### src/sv/irrt_pkg.sv
// Shared types, constants and codes of the I/O range reservation table.
package irrt_pkg;

    // Table geometry.
    localparam int SLOTS  = 16;
    localparam int SLOT_W = (SLOTS > 1) ? $clog2(SLOTS) : 1;
    localparam int CNT_W  = $clog2(SLOTS + 1);

    // Command codes.
    localparam logic CMD_ACQUIRE = 1'b0;
    localparam logic CMD_RELEASE = 1'b1;

    // Resource kinds.
    localparam logic [1:0] KIND_MEM     = 2'd0;
    localparam logic [1:0] KIND_PORT    = 2'd1;
    localparam logic [1:0] KIND_DMA     = 2'd2;
    localparam logic [1:0] KIND_INVALID = 2'd3;

    // Highest DMA channel number.
    localparam logic [31:0] DMA_MAX_CHANNEL = 32'd8;

    // Result status codes.
    localparam logic [1:0] ST_OK   = 2'd0;
    localparam logic [1:0] ST_BAD  = 2'd1;
    localparam logic [1:0] ST_BUSY = 2'd2;
    localparam logic [1:0] ST_FULL = 2'd3;

    // Sequencer states.
    typedef enum logic [2:0] {
        S_IDLE,
        S_CHECK,
        S_SCAN,
        S_FINISH,
        S_REPLY
    } state_t;

    // One table entry: the range is kept as its first and last value.
    typedef struct packed {
        logic [1:0]  kind;
        logic [31:0] base;
        logic [31:0] last;
    } entry_t;

    // Controls from the sequencer to the table.
    typedef struct packed {
        logic              wr_en;
        logic [SLOT_W-1:0] wr_addr;
        entry_t            wr_entry;
        logic              clr_en;
        logic [SLOT_W-1:0] clr_addr;
        logic [SLOT_W-1:0] rd_addr;
    } tbl_ctrl_t;

endpackage

### src/sv/irrt_table.sv
// Reservation table storage: entry memory with registered read and valid bits.
module irrt_table (
    input  logic               aclk,
    input  logic               aresetn,
    input  irrt_pkg::tbl_ctrl_t ctrl,
    output irrt_pkg::entry_t   rd_entry,
    output logic               rd_valid
);
    import irrt_pkg::*;

    entry_t     mem [SLOTS];
    logic [SLOTS-1:0] valid_reg;
    entry_t     rd_entry_reg;
    logic       rd_valid_reg;

    // Entry memory: one write port and one registered read port.
    always_ff @(posedge aclk) begin
        if (ctrl.wr_en) begin
            mem[ctrl.wr_addr] <= ctrl.wr_entry;
        end
        rd_entry_reg <= mem[ctrl.rd_addr];
    end

    // Valid bits are cleared by reset and by a release.
    always_ff @(posedge aclk) begin
        if (!aresetn) begin
            valid_reg    <= '0;
            rd_valid_reg <= 1'b0;
        end else begin
            if (ctrl.wr_en) begin
                valid_reg[ctrl.wr_addr] <= 1'b1;
            end
            if (ctrl.clr_en) begin
                valid_reg[ctrl.clr_addr] <= 1'b0;
            end
            rd_valid_reg <= valid_reg[ctrl.rd_addr];
        end
    end

    assign rd_entry = rd_entry_reg;
    assign rd_valid = rd_valid_reg;

endmodule

### src/sv/irrt_cmp.sv
// Shared overlap comparator: tests one table entry against the request.
module irrt_cmp (
    input  irrt_pkg::entry_t req,
    input  irrt_pkg::entry_t ent,
    input  logic             ent_valid,
    output logic             hit
);
    import irrt_pkg::*;

    // Inclusive interval intersection between ranges of the same kind.
    always_comb begin
        hit = ent_valid && (ent.kind == req.kind) &&
              (ent.base <= req.last) && (req.base <= ent.last);
    end

endmodule

### src/sv/io_range_reservation_table_unit.sv
// Top level of the I/O range reservation table: sequencer and stream ports.
//
// The block keeps SLOTS reservations of memory, I/O port and DMA ranges.
// Each input transaction on the s_ channel is one acquire or release
// request; each produces exactly one result transaction on the m_ channel.
// A release clears the slot's valid bit when accepted and answers through
// the reply state. An acquire is checked in the check state, then a single
// shared comparator walks the table one slot per cycle through the memory's
// registered read port, then the finish state commits the entry if there
// was no clash and a slot is free; the result leaves through the reply
// state. An acquire that fails the check goes from the check state straight
// to the reply state. The block takes one request at a time: s_tready is
// high only while the sequencer is idle, so a new request is taken only
// after the last one has passed its result on from the reply state. The
// result sits in an output register; if the receiver stalls, the sequencer
// holds its next result until the register is free, and a new request may
// be accepted while a result waits. A synchronous reset (aresetn low)
// empties the table at once and drops any pending result.
module io_range_reservation_table_unit (
    input  logic        aclk,
    input  logic        aresetn,
    input  logic        s_tvalid,
    output logic        s_tready,
    // [0] command, [2:1] kind
    input  logic [2:0]  s_tuser,
    // [31:0] range_base, [63:32] range_length, [67:64] release_slot, zero pad
    input  logic [71:0] s_tdata,
    output logic        m_tvalid,
    input  logic        m_tready,
    // [1:0] status, [5:2] granted_slot, zero pad
    output logic [7:0]  m_tdata
);
    import irrt_pkg::*;

    state_t             state_reg, state_next;
    logic               cmd_reg, cmd_next;
    logic [1:0]         kind_reg, kind_next;
    logic [31:0]        base_reg, base_next;
    logic [31:0]        len_reg, len_next;
    logic [31:0]        last_reg, last_next;
    logic [CNT_W-1:0]   cnt_reg, cnt_next;
    logic               clash_reg, clash_next;
    logic               found_reg, found_next;
    logic [SLOT_W-1:0]  free_reg, free_next;
    logic [1:0]         status_reg, status_next;
    logic [SLOT_W-1:0]  slot_reg, slot_next;
    logic               m_tvalid_reg, m_tvalid_next;
    logic [1:0]         m_status_reg, m_status_next;
    logic [3:0]         m_slot_reg, m_slot_next;

    tbl_ctrl_t          tbl_ctrl;
    entry_t             rd_entry;
    logic               rd_valid;
    entry_t             req;
    logic               hit;
    logic [31:0]        sum;
    logic [31:0]        req_last;
    logic               req_ok;
    logic [CNT_W-1:0]   cnt_prev;
    logic [SLOT_W-1:0]  data_idx;

    irrt_table u_table (
        .aclk     (aclk),
        .aresetn  (aresetn),
        .ctrl     (tbl_ctrl),
        .rd_entry (rd_entry),
        .rd_valid (rd_valid)
    );

    assign req = '{kind: kind_reg, base: base_reg, last: last_reg};

    irrt_cmp u_cmp (
        .req       (req),
        .ent       (rd_entry),
        .ent_valid (rd_valid),
        .hit       (hit)
    );

    // Request validation on the latched fields.
    always_comb begin
        sum      = base_reg + len_reg;
        req_last = base_reg + len_reg + 32'hFFFF_FFFF;
        case (kind_reg)
            KIND_MEM:  req_ok = (sum > base_reg);
            KIND_PORT: req_ok = (base_reg[31:16] == 16'd0) && (len_reg[31:16] == 16'd0) &&
                                (sum > base_reg);
            KIND_DMA:  req_ok = (base_reg <= DMA_MAX_CHANNEL);
            default:   req_ok = 1'b0;
        endcase
    end

    // Slot index of the table data returned this cycle.
    assign cnt_prev = cnt_reg - CNT_W'(1);
    assign data_idx = cnt_prev[SLOT_W-1:0];

    // Sequencer registers.
    always_ff @(posedge aclk) begin
        if (!aresetn) begin
            state_reg    <= S_IDLE;
            m_tvalid_reg <= 1'b0;
        end else begin
            state_reg    <= state_next;
            m_tvalid_reg <= m_tvalid_next;
        end
    end

    // Request and result payload registers.
    always_ff @(posedge aclk) begin
        cmd_reg      <= cmd_next;
        kind_reg     <= kind_next;
        base_reg     <= base_next;
        len_reg      <= len_next;
        last_reg     <= last_next;
        cnt_reg      <= cnt_next;
        clash_reg    <= clash_next;
        found_reg    <= found_next;
        free_reg     <= free_next;
        status_reg   <= status_next;
        slot_reg     <= slot_next;
        m_status_reg <= m_status_next;
        m_slot_reg   <= m_slot_next;
    end

    // Next state, table controls and result handling.
    always_comb begin
        state_next    = state_reg;
        cmd_next      = cmd_reg;
        kind_next     = kind_reg;
        base_next     = base_reg;
        len_next      = len_reg;
        last_next     = last_reg;
        cnt_next      = cnt_reg;
        clash_next    = clash_reg;
        found_next    = found_reg;
        free_next     = free_reg;
        status_next   = status_reg;
        slot_next     = slot_reg;
        m_status_next = m_status_reg;
        m_slot_next   = m_slot_reg;
        m_tvalid_next = m_tvalid_reg && !m_tready;

        tbl_ctrl          = '0;
        tbl_ctrl.rd_addr  = cnt_reg[SLOT_W-1:0];
        tbl_ctrl.wr_addr  = free_reg;
        tbl_ctrl.wr_entry = req;
        tbl_ctrl.clr_addr = SLOT_W'(s_tdata[67:64]);

        s_tready = (state_reg == S_IDLE);

        unique case (state_reg)
            S_IDLE: begin
                if (s_tvalid) begin
                    cmd_next  = s_tuser[0];
                    kind_next = s_tuser[2:1];
                    base_next = s_tdata[31:0];
                    len_next  = s_tdata[63:32];
                    if (s_tuser[0] == CMD_RELEASE) begin
                        tbl_ctrl.clr_en = (32'(s_tdata[67:64]) < SLOTS);
                        status_next     = ST_OK;
                        slot_next       = '0;
                        state_next      = S_REPLY;
                    end else begin
                        state_next = S_CHECK;
                    end
                end
            end
            S_CHECK: begin
                if (!req_ok) begin
                    status_next = ST_BAD;
                    slot_next   = '0;
                    state_next  = S_REPLY;
                end else begin
                    last_next  = (kind_reg == KIND_DMA) ? base_reg : req_last;
                    clash_next = 1'b0;
                    found_next = 1'b0;
                    cnt_next   = '0;
                    state_next = S_SCAN;
                end
            end
            S_SCAN: begin
                cnt_next = cnt_reg + CNT_W'(1);
                // Evaluate the entry read in the previous cycle.
                if (cnt_reg != '0) begin
                    if (hit) begin
                        clash_next = 1'b1;
                    end
                    if (!rd_valid && !found_reg) begin
                        found_next = 1'b1;
                        free_next  = data_idx;
                    end
                end
                if (cnt_reg == CNT_W'(SLOTS)) begin
                    state_next = S_FINISH;
                end
            end
            S_FINISH: begin
                slot_next = '0;
                if (clash_reg) begin
                    status_next = ST_BUSY;
                end else if (!found_reg) begin
                    status_next = ST_FULL;
                end else begin
                    tbl_ctrl.wr_en = 1'b1;
                    status_next    = ST_OK;
                    slot_next      = free_reg;
                end
                state_next = S_REPLY;
            end
            S_REPLY: begin
                if (!m_tvalid_reg || m_tready) begin
                    m_tvalid_next = 1'b1;
                    m_status_next = status_reg;
                    m_slot_next   = 4'(slot_reg);
                    state_next    = S_IDLE;
                end
            end
            default: begin
                state_next = S_IDLE;
            end
        endcase
    end

    assign m_tvalid = m_tvalid_reg;
    assign m_tdata  = {2'b00, m_slot_reg, m_status_reg};

    // A commit never happens when the scan found a clash.
    assert property (@(posedge aclk) disable iff (!aresetn)
        (state_reg == S_FINISH && clash_reg) |-> !tbl_ctrl.wr_en)
        else $error("table written despite an overlap");

    // The scan counter never runs past the table depth.
    assert property (@(posedge aclk) disable iff (!aresetn)
        (state_reg == S_SCAN) |-> (cnt_reg <= CNT_W'(SLOTS)))
        else $error("scan counter out of range");

    // A granted slot is reported only with an ok status.
    assert property (@(posedge aclk) disable iff (!aresetn)
        m_tvalid |-> (m_tdata[1:0] == ST_OK || m_tdata[5:2] == 4'd0))
        else $error("slot reported on a failed request");

    // After a request is taken the block is busy in the next cycle.
    assert property (@(posedge aclk) disable iff (!aresetn)
        (s_tvalid && s_tready) |=> !s_tready)
        else $error("second request accepted back to back");

endmodule

### config.mk
export PLATFORM = sky130hd
export DESIGN_NAME = io_range_reservation_table_unit
export DESIGN_NICKNAME = d
export VERILOG_FILES = /design/src/sv/irrt_pkg.sv /design/src/sv/irrt_table.sv /design/src/sv/irrt_cmp.sv /design/src/sv/io_range_reservation_table_unit.sv
export SDC_FILE = /design/constraint.sdc
export NUM_CORES = 1
export LEC_CHECK = 0
export ABC_AREA = 1
export BUFFER_PORTS_ARGS = -buffer_cell sky130_fd_sc_hd__buf_2
export CAP_MARGIN = 40
export CORE_ASPECT_RATIO = 0.5
export CORE_MARGIN = 10
export CORE_UTILIZATION = 38
export DETAILED_ROUTE_END_ITERATION = 8
export PLACE_DENSITY = 0.58
export SETUP_SLACK_MARGIN = 0.1
export SKIP_LAST_GASP = 1
export SLEW_MARGIN = 20
export SYNTH_ARGS = -nofsm -noshare
export SYNTH_HDL_FRONTEND = slang
export SYNTH_SLANG_ARGS = --single-unit
### constraint.sdc
create_clock -name aclk -period 16 [get_ports aclk]
set_input_delay 4.8 -clock aclk [delete_from_list [all_inputs] [get_ports aclk]]
set_output_delay 4.8 -clock aclk [all_outputs]
set_load 0.05 [all_outputs]
==> qor.yml <==
global_route:
  antenna_found_initial: 3
  first_global_vias: 35050
  grt_pass1_wl_um: 223800
  grt_max_degree: 178
  overflow: 0
  grt_use_total_pct: 18.75
drt:
  antenna_left: 0
  post_drt_wl_per_cell_um: 22.81
  firstDrtPassIters: 8
  totalWireLength_um: 152200
  drt_iter0_drc: 4132
  via_per_inst: 5.460
  drc: 0
  dr_total_vias: 36440
finish:
  drive_above_1_share_pct: 10.91
  largest_reg_flops: 1056
  fin_util_pct: 43.54
  fin_nets: 4893
  design_area_um2: 60820
  syn_to_final_growth_pct: 14.13
  final-instance-count-excl-fill: 6674
sta:
  max_freq_mhz: 154.0
  fin_setup_tns_ns: 0
  slew_violations: 0
  rsz0062_at_grt: "false"
  min_period_ns: 6.494
  skew_ns: 0.03000
  relSlewSlack_pct: 21.68
  worst_pin_slew_ns: 1.162
  hold_viol_final: 0
  setup_ws_ns: 9.506
  period_share_pct: 40.59
  hold_ws_ns: 0.4165
  setup_viol: 0
clock_network:
  cts_htree_levels: 3
  path_clk_slew_ns: 0.06
  clock_path_buffers: 3
  cts_resized: 0
  cts_buffers: 118
  cts_tree: "done"
  ctsHoldBuffers: 0
  post_cts_buffers: 0
  numClockSinks: 1264
  cts_root_buffer: "clkbuf_16"
  clock_latency_ns: 0.73
power:
  ir_worst_vdd_mv: 0.09430
  p_leak_nw: 21.51
  power.density_nw_per_um2: 116.7
  p_total_mw: 7.100
floorplan:
  initial_core_util_pct: 38.15
  die_w_um: 549.6
  dieArea_um2: 156500
  ios: 89
  fp.dieH_um: 284.8
  rows: 97
  fp.coreArea_um2: 139700
place:
  dp_cells: 6429
  portBuffers: 82
  dp_hpwl_um: 89660
  place_congestion: 0.9059
  place_area_um2: 56570
  place_ws_ns: 9.400
synth:
  synth_area_um2: 53300
  ys_warn_count: 0
  synthArstFlopShare_pct: 0
  ys_types: 51
  synth_edf_count: 1177
  synthTopCellsByArea: "edfxtp_1 66%, o21ai_0 5.4%, nand2_1 4.8%"
  ys.flop_type: "edfxtp_1"
  synth_seq_cells: 1264
  avgSynthCellArea_um2: 11.64
  netlist_instances: 4578
  synth_common_cells: "1177 x edfxtp_1, 683 x nand2_1, 671 x nor2_1, 571 x o21ai_0, 308 x inv_1"
  yosysMostFrequentCell: "edfxtp_1"
  synth_top_area_share_pct: 66.32
  seq_area_frac_synth_pct: 69.58
  yosysTopAreaCell: "edfxtp_1"
run:
  maxCapViolCount: 0
worst_setup_path:
  cp-end-kind: "output port"
  start_kind: "register"
  worstPathArrival_ns: 1.69
  path_class: "register to output port"
  critPathMaxFanout: 4
  worst-endpoint-required_ns: 11.20
min_path:
  hold_class: "register to register"
status:
  outcome: "completed"
==> critical path: stages, from the launching register on <==
cell	delay (ns)
dfxtp_1	0.34
nor2_1	0.09
inv_1	0.07
nor2_1	0.16
buf_2	0.30
==> final timing paths <==
| check | from | to | slack [ns] | depth (start not counted) |
|---|---|---|---|---|
| setup reg to reg | base_reg[0] | found_reg | 10.29 | 25 |
| setup / recovery | state_reg[0] | s_tready | 9.51 | 4 |
| hold reg to reg | slot_reg[0] | m_slot_reg[0] | 0.42 | 0 |
| hold / removal | slot_reg[0] | m_slot_reg[0] | 0.42 | 0 |
==> cells in the final DEF, fill, tap and decap left out, drive strengths merged, types with 6 or more instances in the layout <==
master	Yosys	routed
nand2	725	725
bufinv	0	12
o211ai	6	6
a21oi	70	70
nand3b	8	8
buf	29	201
edfxtp	1177	1177
a211oi	9	9
ha	130	130
nor4	10	10
o21ai	579	579
nand4	105	105
o22ai	268	268
clkbuf	189	149
dfxtp	87	87
xor2	11	11
nand3	85	85
nor2	701	701
o221a	10	10
inv	319	325
diode	0	7
clkinv	6	59
nor3	16	16
a31oi	10	10
==> power breakdown <==
group	switching [mW]	internal, mW
sequential	0.0270	3.64
clock	1.25	1.61
combinational	0.403	0.169
total	1.68	5.42
==> layer usage <==
metal	wire length, um	GRT usage, %
met3	12080	3.308
met1	66790	26.46
met5	13	0
met4	3812	4.915
met2	69510	29.94
==> kinds of logic (layout without fill, tap and decap cells) <==
family | Yosys count | in the layout | synth area share, %
AND/OR/NAND/NOR | 1658 | 1658 | 13.20
adder cells (fa/ha/maj) | 131 | 131 | 3.089
buffers and inverters | 543 | 750 | 3.869
AO/OA/AOI/OAI | 967 | 967 | 10.01
other | 1 | 9 | 0.007036
XOR/XNOR | 14 | 14 | 0.2442
flip-flops | 1264 | 1264 | 69.58
==> layout make-up <==
class | instances | area (um2)
diodes | 7 | 17.52
clock buffers | 148 | 3178
clock inverters | 75 | 777.0
fillers | 12720 | 78870
inverters | 325 | 1234
multi-input cells | 2772 | 14300
flip-flops and latches | 1264 | 37090
well taps | 1881 | 2354
repair buffers | 202 | 1876
Power figures use the tool's default switching activity.
